### src/hw/rtl/hcl_div.sv
`timescale 1ns / 1ps
// ----------------------------------------------------------------------------
// hcl_div: pipelined unsigned restoring divider
// Retires STEP_W quotient bits per stage and carries a sideband record along.
// ----------------------------------------------------------------------------
module hcl_div #(
   parameter int NUM_W  = 40,
   parameter int DEN_W  = 24,
   parameter int STEP_W = 4,
   parameter int SIDE_W = 33
) (
   input  logic              clock,
   input  logic              reset,
   input  logic              adv,
   input  logic              in_valid,
   input  logic [NUM_W-1:0]  in_num,
   input  logic [DEN_W-1:0]  in_den,
   input  logic [SIDE_W-1:0] in_side,
   output logic              out_valid,
   output logic [NUM_W-1:0]  out_quo,
   output logic [SIDE_W-1:0] out_side
);

   localparam int STAGES = (NUM_W + STEP_W - 1) / STEP_W;
   localparam int PAD_W  = STAGES * STEP_W;

   logic [PAD_W-1:0]  acc_ff   [STAGES];
   logic [DEN_W-1:0]  rem_ff   [STAGES];
   logic [SIDE_W-1:0] side_ff  [STAGES];
   logic              valid_ff [STAGES];

   for (genvar s = 0; s < STAGES; s++) begin : g_stage
      logic [PAD_W-1:0]  src_acc;
      logic [DEN_W-1:0]  src_rem;
      logic [SIDE_W-1:0] src_side;
      logic              src_valid;
      logic [PAD_W-1:0]  acc_in;
      logic [DEN_W-1:0]  rem_in;
      logic [DEN_W:0]    trial;
      logic [DEN_W:0]    diff;

      if (s == 0) begin : g_first
         assign src_acc   = PAD_W'(in_num);
         assign src_rem   = '0;
         assign src_side  = in_side;
         assign src_valid = in_valid;
      end else begin : g_next
         assign src_acc   = acc_ff[s-1];
         assign src_rem   = rem_ff[s-1];
         assign src_side  = side_ff[s-1];
         assign src_valid = valid_ff[s-1];
      end

      // shift the next dividend bit into the remainder, quotient bit into the LSB
      always_comb begin
         acc_in = src_acc;
         rem_in = src_rem;
         trial  = '0;
         diff   = '0;
         for (int k = 0; k < STEP_W; k++) begin
            trial = {rem_in, acc_in[PAD_W-1]};
            diff  = trial - {1'b0, in_den};
            if (trial >= {1'b0, in_den}) begin
               rem_in = diff[DEN_W-1:0];
               acc_in = {acc_in[PAD_W-2:0], 1'b1};
            end else begin
               rem_in = trial[DEN_W-1:0];
               acc_in = {acc_in[PAD_W-2:0], 1'b0};
            end
         end
      end

      always_ff @(posedge clock) begin
         if (reset) begin
            valid_ff[s] <= 1'b0;
         end else if (adv) begin
            valid_ff[s] <= src_valid;
         end
      end

      always_ff @(posedge clock) begin
         if (adv) begin
            acc_ff[s]  <= acc_in;
            rem_ff[s]  <= rem_in;
            side_ff[s] <= src_side;
         end
      end
   end

   assign out_valid = valid_ff[STAGES-1];
   assign out_quo   = acc_ff[STAGES-1][NUM_W-1:0];
   assign out_side  = side_ff[STAGES-1];

endmodule

### config.mk
export PLATFORM = sky130hd
export DESIGN_NAME = hcl_div
export DESIGN_NICKNAME = d
export VERILOG_FILES = /design/src/hw/rtl/hcl_div.sv
export SDC_FILE = /design/constraint.sdc
export NUM_CORES = 2
export LEC_CHECK = 0
export BUFFER_PORTS_ARGS = -buffer_cell sky130_fd_sc_hd__buf_4
export CORE_UTILIZATION = 55
export DETAILED_ROUTE_END_ITERATION = 6
export PLACE_DENSITY_LB_ADDON = 0.25
export SLEW_MARGIN = 20
export SYNTH_ARGS = -nofsm -noshare
export SYNTH_HDL_FRONTEND = slang
export SYNTH_SLANG_ARGS = --single-unit
### constraint.sdc
create_clock -name clock -period 48.1 [get_ports clock]
set_clock_uncertainty 0.2 [all_clocks]
set_input_delay 9.62 -clock clock [delete_from_list [all_inputs] [get_ports clock]]
set_output_delay 9.62 -clock clock [all_outputs]
set_load 0.01 [all_outputs]
==> impl_metrics.yaml <==
synthesis:
  avgSynthCellArea_um2: 9.80
  async_reset_ff_frac: 0
  synth.cell_area_um2: 83600
  synth_edf_count: 956
  ys_ff_latch: 956
  synthDistinctLibCells: 113
  ys_seq_area_frac: 0.343
  synthesis.nets: 9616
  yosys_most_used_dff: "edfxtp_1"
  ys.warnings.count: 0
  syn-instance-count: 8539
critical_path:
  cp_slowest_stage_delay_ns: 0.82
  slowest_stage: "a2111oi_0"
  cp.required_ns: 48.35
  cp.arrival_ns: 24.85
  crit_type: "input port to register"
  cp_max_fo: 43
  end_kind: "register"
  cp-start-kind: "input port"
sta:
  clock.fmax_mhz: 40.7
  tightest_slew_ns: 1.17
  min_period_ns: 24.60
  fin_crit_sh: 0.511
  setup_viol: 0
  tns_ns: 0
  rsz0062_at_grt: "no"
  final_max_slew_viol_count: 0
  slew-limit-headroom: 0.199
  hold_viol: 0
cells_and_area:
  num-nets-final: 9837
  stdcell_area_um2: 91100
  fill_cells: 12700
  final_cells: 10900
  drive_gt1_frac: 0.120
  multi_input_area_um2: 52700
  area_growth_pct: 8.87
  seq_area_um2: 28700
placement:
  placed_area_um2: 87700
  dp_hpwl_um: 185000
  dp_cells: 10700
  gp_congestion: 0.991
  io_buffers: 174
drt:
  viasPerCell: 6.37
  drt-total-wl_um: 246000
  drc: 0
  dr.pass1.iters: 6
  vias: 69200
  drt_iter0_drc: 6081
  antenna_left: 0
  routedWlPerCell_um: 22.6
floorplanning:
  initial_utilization: 0.556
  die_h_um: 392
  pin_count: 175
  rows: 142
  core_um2: 150000
  dieWidth_um: 392
  die_area_um2: 154000
clock_tree:
  clockBufferDepth: 3
  path_clk_slew_ns: 0.06
  numCtsBuffers: 103
  insertion_delay_ns: 0.73
  cts_setup_buffers: 0
  cts-root-buf: "clkbuf_16"
  htreeDepth: 3
  cts_hold_buf: 0
  cts-resized-gates: 0
  clock-sinks: 956
  cts_tree: "built"
grt:
  grt_pass1_wl_um: 372000
  grt-ovfl-total: 0
  track_usage: 0.311
  grt_pass1_vias: 65700
  grt_max_degree: 150
  antenna_found_initial: 7
status:
  status: "finished clean"
flow_run:
  cap_violations: 0
worst_hold_path:
  hp-class: "register to register"
==> per-layer routing <==
metal / GRT usage / vias to the layer above / part of all wire
met5: 0 / - / 0.00011
met4: 0.168 / 4 / 0.061
met3: 0.0435 / 701 / 0.066
met2: 0.515 / 2564 / 0.46
met1: 0.390 / 32800 / 0.41
li1: - / 33100 / -
==> cell type report <==
| class | instances | share of cell area |
|---|---|---|
| Sequential cell | 956 | 0.315 |
| Timing Repair Buffer | 281 | 0.0243 |
| Tap cell | 2016 | 0.0277 |
| Clock inverter | 78 | 0.00793 |
| Inverter | 402 | 0.0166 |
| Multi-Input combinational cell | 7016 | 0.579 |
| Clock buffer | 114 | 0.0290 |
| Antenna cell | 2 | 0.0000550 |
==> kinds of logic (layout without fill, tap and decap cells) <==
kind of cell               Yosys count  after routing  share of synthesized area
other                                0              2                          0
DFF                                956            956                      0.343
muxes                              544            544                     0.0730
buffers and inverters              567            875                     0.0267
AOI/OAI and AO/OA                 2601           2601                      0.206
adders and majority gates          976            976                      0.149
xor gates and xnor gates           704            704                     0.0737
and+or+nand+nor                   2191           2191                      0.128
==> cells in the final DEF (no fill, tap or decap), drive strengths merged, types with 22 or more instances in the layout <==
master and n:
a21boi 43, a221o 63, nand2 509, a311oi 22
nor3 165, nand3 172, o31a 41, o211ai 72
nor2 587, xor2 249, a21oi 736, xnor2 455
and3 100, o31ai 54, a31oi 84, a21o 353
clkinv 49, nand2b 108, buf 281, a211oi 81
a221oi 22, nor4 53, clkbuf 114, and2 65
o21a 152, edfxtp 956, mux2 448, mux2i 96
ha 938, o221ai 43, o21ai 509, o21bai 96
or2 42, or3 59, inv 412, nor2b 104
fa 38, a31o 30, nand4 140
==> metrics by stage <==
stage	hold WS, ns	util	setup WS [ns]
final	0.197	0.606	23.50
after global routing	0.203	0.606	22.43
after CTS	0.197	0.606	23.58
after detailed placement	0.205	0.583	22.87
after global placement	0.200	0.583	23.12
after floorplan	0.200	-	24.11
==> synth_stat cells, drive strengths merged (81+ instances only) <==
cell type / n / area, um^2
inv: 399 / 1500
o21ai: 509 / 2550
nor3: 165 / 836
nand2b: 108 / 676
xor2: 249 / 2180
nand4: 140 / 876
mux2i: 96 / 981
o21bai: 96 / 721
xnor2: 455 / 3990
edfxtp: 956 / 28700
nand2: 509 / 1920
nor2: 587 / 2200
o21a: 152 / 1140
ha: 938 / 11700
clkbuf: 91 / 342
a31oi: 84 / 547
mux2: 448 / 5120
and3: 100 / 636
a211oi: 81 / 631
nor2b: 104 / 651
a21oi: 736 / 3690
nand3: 172 / 861
a21o: 353 / 2650
==> worst paths after layout <==
kind | startpoint | to | slack [ns] | cells past startpoint
worst max-delay path | in_den[3] | rem_ff[2][12] | 23.50 | 50
worst min-delay path | acc_ff[2][30] | acc_ff[3][34] | 0.20 | 0
worst max register to register | rem_ff[1][0] | rem_ff[2][12] | 32.28 | 47
worst min register to register | acc_ff[2][30] | acc_ff[3][34] | 0.20 | 0
==> state kept, by name, indices dropped and copies added (netlist names) <==
| name | count |
|---|---|
| acc_ff | 400 |
| side_ff | 330 |
| rem_ff | 216 |
| valid_ff | 10 |
==> critical path, delay by kind of cell <==
family,cells,cell delay [ns]
and+or+nand+nor,8,2.18
muxes,2,0.70
AOI/OAI and AO/OA,27,8.16
adders and majority gates,4,1.36
buffers and inverters,9,2.76
Power is not shown: default switching activity piles up to over one toggle a cycle in this logic, so the estimate is an artifact.
